File: src/sv/qrs_pkg.sv
// Shared types and constants of the QR module pixel scaler.
package qrs_pkg;

  localparam int CFG_W      = 8;
  localparam int PIX_W      = 16;
  localparam int DIV_CNT_W  = $clog2(PIX_W);
  localparam int APB_ADDR_W = 4;
  localparam int APB_DATA_W = 32;

  localparam logic [CFG_W-1:0] MAX_SCALE_VALUE = 8'd100;
  localparam logic [CFG_W-1:0] MAX_QUIET_VALUE = 8'd100;

  localparam logic [CFG_W-1:0] SCALE_RESET = 8'd4;
  localparam logic [CFG_W-1:0] QUIET_RESET = 8'd4;
  localparam logic [CFG_W-1:0] WIDTH_RESET = 8'd21;

  typedef enum logic [1:0] {
    REG_SCALE = 2'd0,
    REG_QUIET = 2'd1,
    REG_WIDTH = 2'd2
  } reg_idx_t;

  typedef enum logic [1:0] {
    STATUS_OK        = 2'd0,
    STATUS_BAD_SCALE = 2'd1,
    STATUS_BAD_QUIET = 2'd2
  } status_t;

  typedef enum logic [2:0] {
    ST_IDLE,
    ST_CHECK,
    ST_DIV_ROW,
    ST_DIV_COL,
    ST_PIXEL,
    ST_DRAIN,
    ST_FINISH
  } state_t;

  typedef enum logic {
    CMD_WRITE = 1'b0,
    CMD_READ  = 1'b1
  } cmd_t;

  typedef struct packed {
    logic [CFG_W-1:0] scale;
    logic [CFG_W-1:0] quiet_zone;
    logic [CFG_W-1:0] symbol_width;
  } cfg_t;

endpackage

File: src/sv/qrs_regs.sv
// APB configuration registers: scale, quiet zone and symbol width.
module qrs_regs (
  input  logic                            clk,
  input  logic                            rst,
  input  logic                            psel,
  input  logic                            penable,
  input  logic                            pwrite,
  input  logic [qrs_pkg::APB_ADDR_W-1:0]  paddr,
  input  logic [qrs_pkg::APB_DATA_W-1:0]  pwdata,
  output logic [qrs_pkg::APB_DATA_W-1:0]  prdata,
  output logic                            pready,
  output qrs_pkg::cfg_t                   cfg
);

  logic                   wr_en;
  logic [1:0]             reg_sel;
  logic [qrs_pkg::CFG_W-1:0] rd_val;

  assign pready  = 1'b1;
  assign wr_en   = psel & penable & pwrite;
  assign reg_sel = paddr[3:2];

  always_ff @(posedge clk) begin
    if (rst) begin
      cfg.scale        <= qrs_pkg::SCALE_RESET;
      cfg.quiet_zone   <= qrs_pkg::QUIET_RESET;
      cfg.symbol_width <= qrs_pkg::WIDTH_RESET;
    end else if (wr_en) begin
      unique case (reg_sel)
        qrs_pkg::REG_SCALE: cfg.scale        <= pwdata[qrs_pkg::CFG_W-1:0];
        qrs_pkg::REG_QUIET: cfg.quiet_zone   <= pwdata[qrs_pkg::CFG_W-1:0];
        qrs_pkg::REG_WIDTH: cfg.symbol_width <= pwdata[qrs_pkg::CFG_W-1:0];
        default: ;
      endcase
    end
  end

  always_comb begin
    unique case (reg_sel)
      qrs_pkg::REG_SCALE: rd_val = cfg.scale;
      qrs_pkg::REG_QUIET: rd_val = cfg.quiet_zone;
      qrs_pkg::REG_WIDTH: rd_val = cfg.symbol_width;
      default:            rd_val = '0;
    endcase
  end

  assign prdata = {{(qrs_pkg::APB_DATA_W - qrs_pkg::CFG_W){1'b0}}, rd_val};

endmodule

File: config.mk
export PLATFORM = sky130hd
export DESIGN_NAME = qrs_regs
export DESIGN_NICKNAME = d
export VERILOG_FILES = /design/src/sv/qrs_pkg.sv /design/src/sv/qrs_regs.sv
export SDC_FILE = /design/constraint.sdc
export NUM_CORES = 1
export LEC_CHECK = 0
export BUFFER_PORTS_ARGS = -buffer_cell sky130_fd_sc_hd__buf_2
export CAP_MARGIN = 20
export CORE_UTILIZATION = 40
export DETAILED_ROUTE_END_ITERATION = 8
export PLACE_DENSITY = 0.86
export SLEW_MARGIN = 20
export SYNTH_ARGS = -nofsm -noshare
export SYNTH_HDL_FRONTEND = slang
export SYNTH_SLANG_ARGS = --single-unit
File: constraint.sdc
create_clock -name clk -period 1.2 [get_ports clk]
set_input_delay 0.18 -clock clk [delete_from_list [all_inputs] [get_ports clk]]
set_output_delay 0.18 -clock clk [all_outputs]
set_load 0.01 [all_outputs]
==> metrics.txt <==
Starting Density=0.434; Area contributors post-synth=dfxtp_1 35%, mux2i_1 23%, buf_4 14%; Max Clock Freq=0.806 GHz; Syn Inst Count=148; RSZ-0062 raised after global routing=true; met2 wire length=1830 um; RR Endpoint=cfg[10]; hold path start=pwdata[4]; clk slew on worst S/H paths=140 ps; top cell type by total area after synthesis=dfxtp_1; Final GP Congestion=0.725; Final Util=0.565; Clk Latency, worst-skew pair=320 ps; simple-gate share of the synthesized area=0.210; synthesized flop and latch total=24; final worst-path cycle share=1.03; Pleak=0.954 nW; Die X=60.5 um; crit path max fanout=2; Final min period=1240 ps; WL met3=234 um; Clock Root Buffer=clkbuf_4; CP Capture Type=output port; routed len/inst=13.4 um; setup_tns=-82.0 ps; WL final=3490 um; Unique masters post-synth=17; Crit path required time=1020 ps; io pins=98; total core area=0.00315 mm2; critical path startpoint category=flop; largest net degree at the start of global routing=19; # port buffers=46; final worst setup slack=-40.3 ps; PwrDens=842 mW/mm2; Syn-to-layout area delta=30.3%; Worst Clk Skew=0 ps; largest family of logic cells by synthesized area=multiplexers; Hold Path Cell Cnt=3; layout net count=259; top routing layer used=met4; die area=0.00366 mm2; flop-to-flop setup slack=420 ps; ratio of cells with drive above 1 in the final layout=0.456; via count=1206; Residual DRC=0; drt first pass iters=4; DR iter-0 viols=35; max-slew violation total from the final report=0; number of buffers created by CTS=3; Max-Cap Viols=0; Most flops, register=cfg; Clock Path Buffers=2; gr ovfl total=0; M1 wire length=1370 um; post-synthesis compound-gate area fraction=0.0293; Post-Syn Area=0.00137 mm2; final setup fails=5; Max VDD drop=0.503 mV; HP Class=in2reg; mux cell area share after synthesis=0.234; crit path DAT=1060 ps; failing checks=setup timing; Final Hold Vio Count=0; All-Layer GR Usage=0.194; hold_buf cts=0; Setup Crit Path Kind=reg2out; post-route ant nets=0; biggest regs=cfg x24; vias per inst=4.62; detailed placement HPWL=2350 um; clk sinks=24; Die H=60.5 um; initial antenna violation count=0; worst reg2reg path startpoint=cfg[10]; first-pass GRT wire length=5340 um; Synth Area in XOR/XNOR=0; CTS H-tree lvls=1; vias in the first global route=1165; worst-case reg-to-reg path depth=3; Rows=20; max reg flops=24; worst hold endpoint=cfg[20]; yosys warns=0; sequential area share after synthesis=0.351; Avg Inst Size Synth=9.24 um2; ant diodes=0; CTS tree=yes; area share of the largest cell type after synthesis=0.351; Post-Synth Adder-Cell Area=0; status=finished, violations left
[cells in the final DEF, fill, tap and decap left out]
master | netlist | routed
or3b_1 | 1 | 1
mux2i_1 | 32 | 32
buf_4 | 26 | 29
dfxtp_1 | 24 | 7
clkbuf_8 | 0 | 1
nor3b_2 | 2 | 2
clkbuf_4 | 0 | 3
or3_1 | 1 | 1
buf_2 | 3 | 46
nand3_2 | 1 | 1
o21ai_1 | 0 | 8
nand4_1 | 1 | 1
nand2_1 | 8 | 8
nor2_1 | 8 | 8
dfxtp_2 | 0 | 17
conb_1 | 2 | 25
and2b_1 | 1 | 1
nand2b_1 | 26 | 26
[kinds of logic (layout without fill, tap and decap cells)]
family,Yosys count,after routing
buf+inv,33,79
simple gates,49,49
flops,24,24
mux,32,32
other cells,2,25
compound gates,8,8
[area by class of cell]
type                            count  area (um2)
Timing Repair Buffer               75         448
Sequential cell                    24         502
Fill cell                         275        1370
Clock buffer                        4        36.3
Multi-Input combinational cell    114         741
Tap cell                           44        55.1
[where the power goes]
group	switching [mW]	internal, mW
registers	0.00706	0.808
logic	0.135	0.102
clock network	0.262	0.186
total	0.404	1.10
[cells in the mapped netlist]
cell	count
clkbuf_1	3
buf_4	26
buf_6	1
nand4_1	1
or3_1	1
o21ai_0	8
nor3b_2	2
mux2i_1	32
conb_1	2
buf_2	3
nand2b_1	26
or3b_1	1
nor2_1	8
nand3_2	1
nand2_1	8
dfxtp_1	24
and2b_1	1
[stage by stage]
step                      setup WS [ps]  area [um2]  instances  power [mW]  hold WS [ps]
final                             -40.3        1780        261        1.50           138
after global routing              -69.9        1780        261        1.54           150
after CTS                         -16.4        1770        260        1.47           146
after detailed placement           4.58        1630        245        1.05           482
after global placement             42.9        1630        245        1.05           459
after floorplan                     196        1450        171        1.02           347
[worst max-delay path, stage by stage, from the launching register on]
cell and delay [ps]:
dfxtp_2 360, mux2i_1 70, o21ai_1 150, buf_2 150
[metal layers]
layer	up-vias	GRT usage
met5	-	0
met4	0	0.0714
met3	8	0.0320
met2	70	0.363
met1	556	0.221
li1	572	-
[worst max path at each step]
stage / start / to / slack (ps) / cells after the start
after floorplan: pwrite / cfg[13] / 200 / 4
after detailed placement: paddr[2] / cfg[7] / 5 / 6
after CTS: cfg[15] / prdata[7] / -20 / 3
after global placement: paddr[2] / cfg[2] / 40 / 6
final: cfg[23] / prdata[7] / -40 / 3
after global routing: cfg[8] / prdata[0] / -70 / 3
[timing repair]
action,in CTS,in global routing
setup endpoints to repair,8,8
cloned,0,0
setup buffers,11,1
gates resized for setup,21,4
Note: power is estimated with default switching activity, not from simulation.
