[src/sv/qrs_pkg.sv]
// Shared types and constants of the QR module pixel scaler.
package qrs_pkg;

  localparam int CFG_W      = 8;
  localparam int PIX_W      = 16;
  localparam int DIV_CNT_W  = $clog2(PIX_W);
  localparam int APB_ADDR_W = 4;
  localparam int APB_DATA_W = 32;

  localparam logic [CFG_W-1:0] MAX_SCALE_VALUE = 8'd100;
  localparam logic [CFG_W-1:0] MAX_QUIET_VALUE = 8'd100;

  localparam logic [CFG_W-1:0] SCALE_RESET = 8'd4;
  localparam logic [CFG_W-1:0] QUIET_RESET = 8'd4;
  localparam logic [CFG_W-1:0] WIDTH_RESET = 8'd21;

  typedef enum logic [1:0] {
    REG_SCALE = 2'd0,
    REG_QUIET = 2'd1,
    REG_WIDTH = 2'd2
  } reg_idx_t;

  typedef enum logic [1:0] {
    STATUS_OK        = 2'd0,
    STATUS_BAD_SCALE = 2'd1,
    STATUS_BAD_QUIET = 2'd2
  } status_t;

  typedef enum logic [2:0] {
    ST_IDLE,
    ST_CHECK,
    ST_DIV_ROW,
    ST_DIV_COL,
    ST_PIXEL,
    ST_DRAIN,
    ST_FINISH
  } state_t;

  typedef enum logic {
    CMD_WRITE = 1'b0,
    CMD_READ  = 1'b1
  } cmd_t;

  typedef struct packed {
    logic [CFG_W-1:0] scale;
    logic [CFG_W-1:0] quiet_zone;
    logic [CFG_W-1:0] symbol_width;
  } cfg_t;

endpackage

[src/sv/qrs_div.sv]
// Restoring divider, one quotient bit per cycle.
module qrs_div (
  input  logic                          clk,
  input  logic                          rst,
  input  logic                          start,
  input  logic [qrs_pkg::PIX_W-1:0]     dividend,
  input  logic [qrs_pkg::CFG_W-1:0]     divisor,
  output logic                          done,
  output logic [qrs_pkg::PIX_W-1:0]     quotient,
  output logic [qrs_pkg::CFG_W-1:0]     remainder
);

  localparam logic [qrs_pkg::DIV_CNT_W-1:0] LAST_STEP = qrs_pkg::DIV_CNT_W'(qrs_pkg::PIX_W - 1);

  logic                            active;
  logic [qrs_pkg::DIV_CNT_W-1:0]   cnt;
  logic [qrs_pkg::PIX_W-1:0]       dq;
  logic [qrs_pkg::CFG_W-1:0]       rem;
  logic [qrs_pkg::CFG_W:0]         trial;
  logic                            qbit;
  logic [qrs_pkg::CFG_W-1:0]       rem_next;

  always_comb begin
    trial = {rem, dq[qrs_pkg::PIX_W-1]};
    qbit  = (trial >= {1'b0, divisor});
    if (qbit) begin
      rem_next = qrs_pkg::CFG_W'(trial - {1'b0, divisor});
    end else begin
      rem_next = trial[qrs_pkg::CFG_W-1:0];
    end
  end

  always_ff @(posedge clk) begin
    if (rst) begin
      active <= 1'b0;
      done   <= 1'b0;
      cnt    <= '0;
    end else begin
      done <= 1'b0;
      if (start) begin
        active <= 1'b1;
        cnt    <= '0;
      end else if (active) begin
        cnt <= cnt + 1'b1;
        if (cnt == LAST_STEP) begin
          active <= 1'b0;
          done   <= 1'b1;
        end
      end
    end
  end

  // Dividend shifts out at the top while quotient bits shift in at the bottom.
  always_ff @(posedge clk) begin
    if (start) begin
      dq  <= dividend;
      rem <= '0;
    end else if (active) begin
      dq  <= {dq[qrs_pkg::PIX_W-2:0], qbit};
      rem <= rem_next;
    end
  end

  assign quotient  = dq;
  assign remainder = rem;

endmodule

[config.mk]
export PLATFORM = sky130hd
export DESIGN_NAME = qrs_div
export DESIGN_NICKNAME = d
export VERILOG_FILES = /design/src/sv/qrs_pkg.sv /design/src/sv/qrs_div.sv
export SDC_FILE = /design/constraint.sdc
export NUM_CORES = 1
export LEC_CHECK = 0
export BUFFER_PORTS_ARGS = -buffer_cell sky130_fd_sc_hd__buf_2
export CORE_MARGIN = 2
export CORE_UTILIZATION = 47
export CTS_BUF_LIST = sky130_fd_sc_hd__clkbuf_8
export CTS_CLUSTER_DIAMETER = 120
export DETAILED_ROUTE_END_ITERATION = 7
export PLACE_DENSITY = 0.79
export REMOVE_ABC_BUFFERS = 1
export SLEW_MARGIN = 20
export SYNTH_ARGS = -nofsm -noshare
export SYNTH_HDL_FRONTEND = slang
export SYNTH_SLANG_ARGS = --single-unit
export TNS_END_PERCENT = 50
[constraint.sdc]
create_clock -name clk -period 2.09 [get_ports clk]
set_clock_uncertainty 0.2 [all_clocks]
set_input_delay 0.1045 -clock clk [delete_from_list [all_inputs] [get_ports clk]]
set_output_delay 0.1045 -clock clk [all_outputs]
set_load 0.05 [all_outputs]
==> impl_metrics.prom, run 1 <==
# TYPE chip_impl_metric gauge
chip_impl_info{name="run_status",value="complete, but fails checks"} 1
chip_impl_info{name="failing_checks",value="negative setup slack"} 1
chip_impl_metric{name="cp_data_required_time",unit="ps"} 2060
chip_impl_metric{name="fillerInstances",unit=""} 264
chip_impl_metric{name="r2r_cells",unit=""} 9
chip_impl_metric{name="finalMaxSlewViolations",unit=""} 0
chip_impl_metric{name="detail_route.wirelength",unit="um"} 3953
chip_impl_metric{name="syn_area_per_cell",unit="um2"} 10.46
chip_impl_info{name="cts_tree",value="built"} 1
chip_impl_metric{name="placement_rows",unit=""} 21
chip_impl_info{name="startpoint_type_of_the_worst_setup_path",value="register"} 1
chip_impl_metric{name="leakage",unit="uW"} 0.001027
chip_impl_metric{name="max_slew.worst_pin.slew",unit="ps"} 468.2
chip_impl_metric{name="synth_cells",unit=""} 154
chip_impl_metric{name="worst_ir_drop_vdd",unit="mV"} 0.9286
chip_impl_metric{name="timing.reg2reg.setup_slack",unit="ps"} -90
chip_impl_metric{name="grt_pass1_vias",unit=""} 1445
chip_impl_metric{name="port_buffers",unit=""} 51
chip_impl_info{name="yosys-top-cells-area",value="sky130_fd_sc_hd__edfxtp_1 (30%), sky130_fd_sc_hd__dfxtp_1 (17%), sky130_fd_sc_hd__mux2_2 (11%), sky130_fd_sc_hd__ha_1 (7.0%), sky130_fd_sc_hd__a21oi_1 (4.0%)"} 1
chip_impl_metric{name="design.final.nets",unit=""} 275
chip_impl_metric{name="design_power_total",unit="uW"} 1675
chip_impl_metric{name="ff_latch_area",unit="um2"} 760.7
chip_impl_metric{name="area_used_by_multi_input_combinational_logic",unit="um2"} 817.0
chip_impl_metric{name="dieArea",unit="mm2"} 0.003913
chip_impl_metric{name="postSynth.asyncResetShare",unit=""} 0
chip_impl_metric{name="report.final.setup_viol",unit=""} 1
chip_impl_metric{name="core_area",unit="mm2"} 0.003311
chip_impl_metric{name="antennaDiodeCount",unit=""} 0
chip_impl_metric{name="post_synth_fa_ha_maj_area_fraction",unit=""} 0.08230
chip_impl_metric{name="clk_path_buf_depth",unit=""} 2
chip_impl_metric{name="layout_worst_path_cycle_share",unit=""} 1.044
chip_impl_metric{name="drt_drc_violations_left",unit=""} 0
chip_impl_info{name="leading_register_cell_type_out_of_synthesis",value="sky130_fd_sc_hd__edfxtp_1"} 1
chip_impl_metric{name="synth_sequential_area_ratio",unit=""} 0.4720
chip_impl_metric{name="die_height",unit="um"} 62.56
chip_impl_metric{name="drt_first_iter_violations",unit=""} 51
chip_impl_info{name="clock_tree.root_cell",value="sky130_fd_sc_hd__clkbuf_8"} 1
chip_impl_metric{name="route.antenna.remaining_nets",unit=""} 0
chip_impl_info{name="rsz0062_at_grt",value="yes"} 1
chip_impl_info{name="worstReg2RegEnd",value="remainder[6]$_SDFFE_PP0P_"} 1
chip_impl_metric{name="place_worst_setup_slack",unit="ps"} -137.4
chip_impl_metric{name="timing.max_slew.rel_slack",unit=""} 0.6879
chip_impl_metric{name="route.detailed.wl_per_inst",unit="um"} 13.87
chip_impl_metric{name="synth_warnings",unit=""} 0
chip_impl_info{name="critical_path_start_end_classification",value="reg -> reg"} 1
chip_impl_metric{name="fmax",unit="MHz"} 458.3
chip_impl_metric{name="share_of_synthesized_area_spent_on_multiplexers",unit=""} 0.1304
chip_impl_info{name="sink_of_the_worst_hold_path",value="active$_SDFF_PP0_"} 1
chip_impl_info{name="regToRegStartpoint",value="quotient[15]$_DFFE_PP_"} 1
chip_impl_metric{name="power.density_cell_area",unit="mW/mm2"} 722.5
chip_impl_metric{name="timing.setup.tns",unit="ps"} -92.00
chip_impl_info{name="hp-class",value="in -> reg"} 1
chip_impl_info{name="endpoint_kind",value="register"} 1
chip_impl_metric{name="synthSimpleGateAreaFrac",unit=""} 0.1157
chip_impl_metric{name="clock_latency_reported_for_the_late_side_of_the_worst_skew_pair",unit="ps"} 280
chip_impl_metric{name="detailroute.via_count",unit=""} 1442
chip_impl_metric{name="viasPerCell",unit=""} 5.060
chip_impl_metric{name="whs",unit="ps"} 154.4
chip_impl_metric{name="i_o_pin_total",unit=""} 52
chip_impl_metric{name="synthDistinctLibCells",unit=""} 33
chip_impl_info{name="startpoint",value="quotient[15]$_DFFE_PP_"} 1
chip_impl_metric{name="grt_antenna_before_repair",unit=""} 0
chip_impl_metric{name="flops_latches_synth",unit=""} 30
chip_impl_metric{name="grt_first_pass_wirelength",unit="um"} 6486
chip_impl_metric{name="number_of_enable_type_register_cells_in_the_synthesized_netlist",unit=""} 16
chip_impl_metric{name="grt_start_max_net_pins",unit=""} 23
chip_impl_metric{name="yosys.area_share.xor_xnor",unit=""} 0.02717
chip_impl_metric{name="firstDrtPassIters",unit=""} 4
chip_impl_metric{name="place.gp.congestion",unit=""} 0.8607
chip_impl_metric{name="hpwl",unit="um"} 2597
chip_impl_metric{name="worstPathMaxFanout",unit=""} 3
chip_impl_metric{name="cap_violations",unit=""} 0
chip_impl_info{name="dominant_combinational_cell_family_by_area_after_synthesis",value="multiplexers"} 1
chip_impl_info{name="netlist.top_cell.by_area",value="sky130_fd_sc_hd__edfxtp_1"} 1
chip_impl_metric{name="cts_inserted_buffers",unit=""} 5
chip_impl_metric{name="initial_core_utilization",unit=""} 0.4868
chip_impl_metric{name="grt.overflow.total",unit=""} 0
chip_impl_metric{name="htree_num_levels",unit=""} 2
chip_impl_metric{name="grtUsageTotal",unit=""} 0.2146
chip_impl_metric{name="synth_area",unit="mm2"} 0.001612
chip_impl_metric{name="dpl-instance-area",unit="mm2"} 0.002004
chip_impl_metric{name="count_of_clock_tree_sinks",unit=""} 30
chip_impl_metric{name="fraction_of_the_mapped_netlist_area_in_compound_gates",unit=""} 0.1281
chip_impl_info{name="synth_top_cells_by_count",value="sky130_fd_sc_hd__edfxtp_1 (16), sky130_fd_sc_hd__mux2_2 (16), sky130_fd_sc_hd__nor2_1 (16)"} 1
chip_impl_metric{name="post-synth-top-area-fraction",unit=""} 0.2981
chip_impl_metric{name="final_design_area_no_fill",unit="mm2"} 0.002318
chip_impl_metric{name="post_route_cells_drive_above_1_share",unit=""} 0.4059
chip_impl_metric{name="finalHoldViolCount",unit=""} 0
chip_impl_metric{name="layout-area-overhead-vs-synth",unit="%"} 43.87
chip_impl_metric{name="finalWorstSetupSlack",unit="ps"} -92.00
chip_impl_metric{name="clk_transition_reported_paths",unit="ps"} 70
chip_impl_info{name="hold_path.startpoint",value="start"} 1
chip_impl_metric{name="count_of_cells_along_the_worst_hold_path",unit=""} 3
chip_impl_metric{name="chipWidth",unit="um"} 62.56
chip_impl_metric{name="clock_period_minus_final_worst_setup_slack",unit="ps"} 2182
chip_impl_metric{name="critPathArrivalTime",unit="ps"} 2150
[worst max path at each step]
stage | slack (ps) | end
2_1_floorplan | -410 | remainder[1]$_SDFFE_PP0P_
3_3_place_gp | -50 | remainder[6]$_SDFFE_PP0P_
3_5_place_dp | -140 | remainder[6]$_SDFFE_PP0P_
4_1_cts | -80 | remainder[6]$_SDFFE_PP0P_
5_1_grt | -230 | remainder[6]$_SDFFE_PP0P_
6_report | -90 | remainder[6]$_SDFFE_PP0P_
[metal layers]
layer	up-vias	wire [um]	GRT usage
met4	0	86	0.08333
li1	716	-	-
met2	35	2111	0.3898
met1	681	1607	0.2384
met3	10	148	0.05586
met5	-	0	0
[kinds of logic after synthesis]
family	count (synthesis)
AOI/OAI and AO/OA	34
xor gates and xnor gates	5
adders and majority gates	10
buffers and inverters	17
DFF	30
muxes	19
and+or+nand+nor	39
[timing repair]
item	in CTS	in global routing
pin swaps	2	1
hold buffers	17	0
setup endpoints to repair	2	8
resized for setup	4	5
setup buffers	0	1
endpoints found under the hold margin	20	0
cloned	0	0
[metrics by stage]
stage               instances    util
global placement          259  0.6054
detailed placement        259  0.6054
CTS                       284  0.6901
finish                    285  0.7003
floorplan                 150       -
global route              285  0.7003
[layout by cell type (no fill, tap or decap), types with 3 or more instances in the layout]
cell type	netlist	final
sky130_fd_sc_hd__a211oi_1	4	4
sky130_fd_sc_hd__a21oi_1	13	12
sky130_fd_sc_hd__buf_2	0	51
sky130_fd_sc_hd__buf_4	0	11
sky130_fd_sc_hd__clkbuf_8	0	6
sky130_fd_sc_hd__dfxtp_1	14	14
sky130_fd_sc_hd__dlygate4sd3_1	0	17
sky130_fd_sc_hd__edfxtp_1	16	16
sky130_fd_sc_hd__ha_1	9	7
sky130_fd_sc_hd__inv_1	13	12
sky130_fd_sc_hd__mux2_2	16	16
sky130_fd_sc_hd__mux2i_1	3	3
sky130_fd_sc_hd__nand2_1	9	9
sky130_fd_sc_hd__nor2_1	16	16
sky130_fd_sc_hd__nor2b_1	3	3
sky130_fd_sc_hd__o21ai_0	9	8
sky130_fd_sc_hd__xnor2_1	3	3
[report_power, final]
| part | total (uW) | internal, uW | switching (uW) |
|---|---|---|---|
| logic | 477 | 186 | 291 |
| registers | 699 | 674 | 25.3 |
| clock network | 498 | 264 | 234 |
| total | 1680 | 1120 | 551 |
[layout make-up]
cell class / count / share of cell area
clock buffer: 6 / 0.03562
clock inverter: 2 / 0.005397
inverter: 13 / 0.02105
multi-input combinational: 107 / 0.3524
sequential: 30 / 0.3281
tap: 46 / 0.02482
timing repair buffer: 81 / 0.2326
[sequential cells by signal (all words and copies together), names as in the netlist]
name / cells
remainder: 8
active: 1
done: 1
cnt: 4
quotient: 16
[critical path: stages, from the launching register on]
cell,delay [ps]
sky130_fd_sc_hd__edfxtp_1,410
sky130_fd_sc_hd__inv_2,80
sky130_fd_sc_hd__ha_4,130
sky130_fd_sc_hd__fa_2,230
sky130_fd_sc_hd__nor2b_4,50
sky130_fd_sc_hd__o31a_1,250
sky130_fd_sc_hd__o21a_1,180
sky130_fd_sc_hd__or3_1,320
sky130_fd_sc_hd__a21oi_1,130
sky130_fd_sc_hd__o32ai_1,80
No activity file was read; power rests on OpenSTA's default activity.
==> inputs of run 2 (changes only) <==
--- a/config.mk
+++ b/config.mk
@@ -6,7 +6,8 @@
 export NUM_CORES = 1
 export LEC_CHECK = 0
+export ABC_AREA = 1
 export BUFFER_PORTS_ARGS = -buffer_cell sky130_fd_sc_hd__buf_2
 export CORE_MARGIN = 2
-export CORE_UTILIZATION = 47
+export CORE_UTILIZATION = 48
 export CTS_BUF_LIST = sky130_fd_sc_hd__clkbuf_8
 export CTS_CLUSTER_DIAMETER = 120
--- a/constraint.sdc
+++ b/constraint.sdc
@@ -3,3 +3,3 @@
 set_input_delay 0.1045 -clock clk [delete_from_list [all_inputs] [get_ports clk]]
 set_output_delay 0.1045 -clock clk [all_outputs]
-set_load 0.05 [all_outputs]
+set_load 0.1 [all_outputs]
==> run 2 against run 1 <==
Against the previous run:
- the run now ends clean
- sequential power barely moved
- count of clock-buffer cells in the layout fell by 1
- area after synthesis rose by 10%
- register-to-register slack improved by 240 ps
- final cell count rose by 25%
- setup slack improved by 240 ps
- total power rose by 4.1%
- sequential share of layout area fell by 0.33 points
- die area rose by 7.4%
==> impl_metrics.prom, run 2 <==
# TYPE chip_impl_metric gauge
chip_impl_metric{name="max_reg_flops",unit=""} 16
chip_impl_metric{name="drt_drc_violations_left",unit=""} 0
chip_impl_metric{name="worst_ir_drop_vdd",unit="mV"} 0.4438
chip_impl_metric{name="cap_violations",unit=""} 0
chip_impl_metric{name="drt_first_iter_violations",unit=""} 97
chip_impl_metric{name="power.density_cell_area",unit="mW/mm2"} 744.4
chip_impl_metric{name="firstDrtPassIters",unit=""} 4
chip_impl_metric{name="core_area",unit="mm2"} 0.003606
chip_impl_metric{name="die_height",unit="um"} 64.82
chip_impl_metric{name="whs",unit="ps"} 44.28
chip_impl_metric{name="route.detailed.wl_per_inst",unit="um"} 11.87
chip_impl_metric{name="count_of_clock_tree_sinks",unit=""} 30
chip_impl_metric{name="layout_worst_path_cycle_share",unit=""} 0.9282
chip_impl_metric{name="count_of_cells_along_the_worst_hold_path",unit=""} 3
chip_impl_info{name="run_status",value="completed"} 1
chip_impl_metric{name="fmax",unit="MHz"} 515.5
chip_impl_metric{name="grtUsageTotal",unit=""} 0.2156
chip_impl_info{name="endpoint_kind",value="register"} 1
chip_impl_metric{name="synth_warnings",unit=""} 0
chip_impl_info{name="rsz0062_at_grt",value="no"} 1
chip_impl_metric{name="fin_util",unit=""} 0.6495
chip_impl_metric{name="dpl-instance-area",unit="mm2"} 0.002090
chip_impl_metric{name="clk_path_buf_depth",unit=""} 2
chip_impl_metric{name="flops_latches_synth",unit=""} 30
chip_impl_metric{name="detailroute.via_count",unit=""} 1705
chip_impl_metric{name="finalMaxSlewViolations",unit=""} 0
chip_impl_metric{name="synth_cells",unit=""} 234
chip_impl_metric{name="post_route_cells_drive_above_1_share",unit=""} 0.2492
chip_impl_metric{name="port_buffers",unit=""} 51
chip_impl_metric{name="viasPerCell",unit=""} 4.776
chip_impl_metric{name="worstPathMaxFanout",unit=""} 2
chip_impl_info{name="cts_tree",value="built"} 1
chip_impl_metric{name="max_slew.worst_pin.slew",unit="ps"} 507.8
chip_impl_metric{name="clk_transition_reported_paths",unit="ps"} 70
chip_impl_metric{name="place_worst_setup_slack",unit="ps"} 201.0
chip_impl_metric{name="finalHoldViolCount",unit=""} 0
chip_impl_info{name="yosys-top-cells-area",value="sky130_fd_sc_hd__edfxtp_1 (27%), sky130_fd_sc_hd__nand2_1 (21%), sky130_fd_sc_hd__dfxtp_1 (16%), sky130_fd_sc_hd__nand3_1 (6.8%), sky130_fd_sc_hd__ha_1 (6.3%)"} 1
chip_impl_metric{name="grt_start_max_net_pins",unit=""} 17
chip_impl_metric{name="report.final.setup_viol",unit=""} 0
chip_impl_metric{name="clock_period_minus_final_worst_setup_slack",unit="ps"} 1940
chip_impl_metric{name="route.antenna.remaining_nets",unit=""} 0
chip_impl_metric{name="critPathArrivalTime",unit="ps"} 1910
chip_impl_metric{name="synth_area",unit="mm2"} 0.001775
chip_impl_metric{name="grt_first_pass_wirelength",unit="um"} 6872
chip_impl_info{name="synth.most_common_cell",value="sky130_fd_sc_hd__nand2_1"} 1
chip_impl_metric{name="detail_route.wirelength",unit="um"} 4238
chip_impl_metric{name="design.final.nets",unit=""} 345
chip_impl_info{name="mostFrequentLayoutCells",value="sky130_fd_sc_hd__nand2_1 (98), sky130_fd_sc_hd__buf_2 (51), sky130_fd_sc_hd__inv_1 (29)"} 1
chip_impl_metric{name="place.gp.congestion",unit=""} 0.9025
chip_impl_metric{name="chipWidth",unit="um"} 64.82
chip_impl_metric{name="htree_num_levels",unit=""} 2
chip_impl_metric{name="r2r_cells",unit=""} 9
chip_impl_metric{name="cp_data_required_time",unit="ps"} 2060
chip_impl_metric{name="i_o_pin_total",unit=""} 52
chip_impl_metric{name="cts-resized-gates",unit=""} 0
chip_impl_info{name="layout_commonest_cell",value="sky130_fd_sc_hd__nand2_1"} 1
chip_impl_metric{name="synthDistinctLibCells",unit=""} 29
chip_impl_info{name="critical_path_start_end_classification",value="reg -> reg"} 1
chip_impl_metric{name="finalWorstSetupSlack",unit="ps"} 150.1
chip_impl_metric{name="cts_inserted_buffers",unit=""} 5
chip_impl_metric{name="grt_antenna_before_repair",unit=""} 0
chip_impl_metric{name="clock_latency_reported_for_the_late_side_of_the_worst_skew_pair",unit="ps"} 280
chip_impl_metric{name="synth_sequential_area_ratio",unit=""} 0.4285
chip_impl_info{name="netlist.top_cell.by_area",value="sky130_fd_sc_hd__edfxtp_1"} 1
chip_impl_metric{name="post-synth-top-area-fraction",unit=""} 0.2706
chip_impl_info{name="startpoint_type_of_the_worst_setup_path",value="register"} 1
chip_impl_metric{name="final_design_area_no_fill",unit="mm2"} 0.002342
chip_impl_metric{name="syn_area_per_cell",unit="um2"} 7.587
chip_impl_info{name="leading_register_cell_type_out_of_synthesis",value="sky130_fd_sc_hd__edfxtp_1"} 1
chip_impl_metric{name="placement_rows",unit=""} 22
chip_impl_metric{name="timing.setup.tns",unit="ps"} 0
chip_impl_metric{name="grt.overflow.total",unit=""} 0
chip_impl_info{name="clock_tree.root_cell",value="sky130_fd_sc_hd__clkbuf_8"} 1
chip_impl_metric{name="dieArea",unit="mm2"} 0.004202
chip_impl_metric{name="timing.max_slew.rel_slack",unit=""} 0.6638
chip_impl_info{name="synth_top_cells_by_count",value="sky130_fd_sc_hd__nand2_1 (98), sky130_fd_sc_hd__inv_1 (28), sky130_fd_sc_hd__nand3_1 (24)"} 1
chip_impl_info{name="hp-class",value="in -> reg"} 1
chip_impl_metric{name="grt_pass1_vias",unit=""} 1540
chip_impl_metric{name="layout-area-overhead-vs-synth",unit="%"} 31.92
chip_impl_metric{name="antennaDiodeCount",unit=""} 0
chip_impl_metric{name="leakage",unit="uW"} 0.001276
chip_impl_metric{name="initial_core_utilization",unit=""} 0.4924
chip_impl_metric{name="hpwl",unit="um"} 2975
chip_impl_metric{name="postSynth.asyncResetShare",unit=""} 0
chip_impl_metric{name="number_of_enable_type_register_cells_in_the_synthesized_netlist",unit=""} 16
[run 2: cell count changes after synthesis, moves of 7 or more]
cell and change:
sky130_fd_sc_hd__nand3_1 +22, sky130_fd_sc_hd__nor2_1 -7, sky130_fd_sc_hd__inv_1 +15, sky130_fd_sc_hd__a21oi_1 -7, sky130_fd_sc_hd__mux2_2 -16, sky130_fd_sc_hd__nand2_1 +89
sky130_fd_sc_hd__o21ai_0 -8
[run 2: worst paths after layout]
kind,start,end,slack (ps)
max reg2reg,quotient[15]$_DFFE_PP_,remainder[4]$_SDFFE_PP0P_,150
min reg2reg,cnt[1]$_SDFFE_PP0P_,cnt[1]$_SDFFE_PP0P_,290
max,quotient[15]$_DFFE_PP_,remainder[4]$_SDFFE_PP0P_,150
min,start,quotient[12]$_DFFE_PP_,40
[run 2: layer usage]
| layer | vias to the layer above | global-route usage | routed length [um] |
|---|---|---|---|
| li1 | 888 | - | - |
| met5 | - | 0 | 0 |
| met1 | 763 | 0.2663 | 1763 |
| met3 | 7 | 0.05382 | 248 |
| met4 | 0 | 0.07979 | 63 |
| met2 | 47 | 0.3634 | 2162 |
[run 2: cell type report]
class | count | area (um2)
tap | 48 | 60.06
sequential | 30 | 760.7
fill | 302 | 1264
inverter | 32 | 121.4
multi-input combinational | 168 | 869.6
clock buffer | 5 | 68.82
timing repair buffer | 71 | 447.9
clock inverter | 3 | 13.76
[run 2: cell families (layout without fill, tap and decap cells)]
kind of cell	count (synthesis)	count (layout)	synth area share
AO/OA/AOI/OAI	10	10	0.03735
flip-flops	30	30	0.4285
XOR/XNOR	4	4	0.01974
AND/OR/NAND/NOR	144	144	0.3580
adder cells (fa/ha/maj)	10	10	0.07470
buffers and inverters	36	111	0.08174
[run 2: critical path, cell delays in order (launching register included)]
cell and delay, ps:
sky130_fd_sc_hd__edfxtp_1 360, sky130_fd_sc_hd__inv_1 60, sky130_fd_sc_hd__ha_1 210, sky130_fd_sc_hd__fa_1 410
sky130_fd_sc_hd__nor2_1 150, sky130_fd_sc_hd__nor2_1 80, sky130_fd_sc_hd__xor2_1 170, sky130_fd_sc_hd__nand2_1 80
sky130_fd_sc_hd__nand3_1 70, sky130_fd_sc_hd__nand2_1 50
[run 2: power breakdown]
part / switching [uW] / total (uW) / internal [uW]
logic: 461 / 604 / 142
registers: 29.1 / 702 / 673
clock network: 212 / 438 / 225
total: 703 / 1740 / 1040
[run 2: timing repair]
action / 4_1_cts / 5_1_grt
endpoints found under the hold margin: 22 / 0
hold buffers: 17 / 0
setup buffers: 0 / 0
[run 2: through the flow]
step | power [uW] | instances
after global placement | 1281 | 332
after detailed placement | 1289 | 332
after floorplan | 1172 | 230
after CTS | 1752 | 357
final | 1743 | 357
after global routing | 1825 | 357
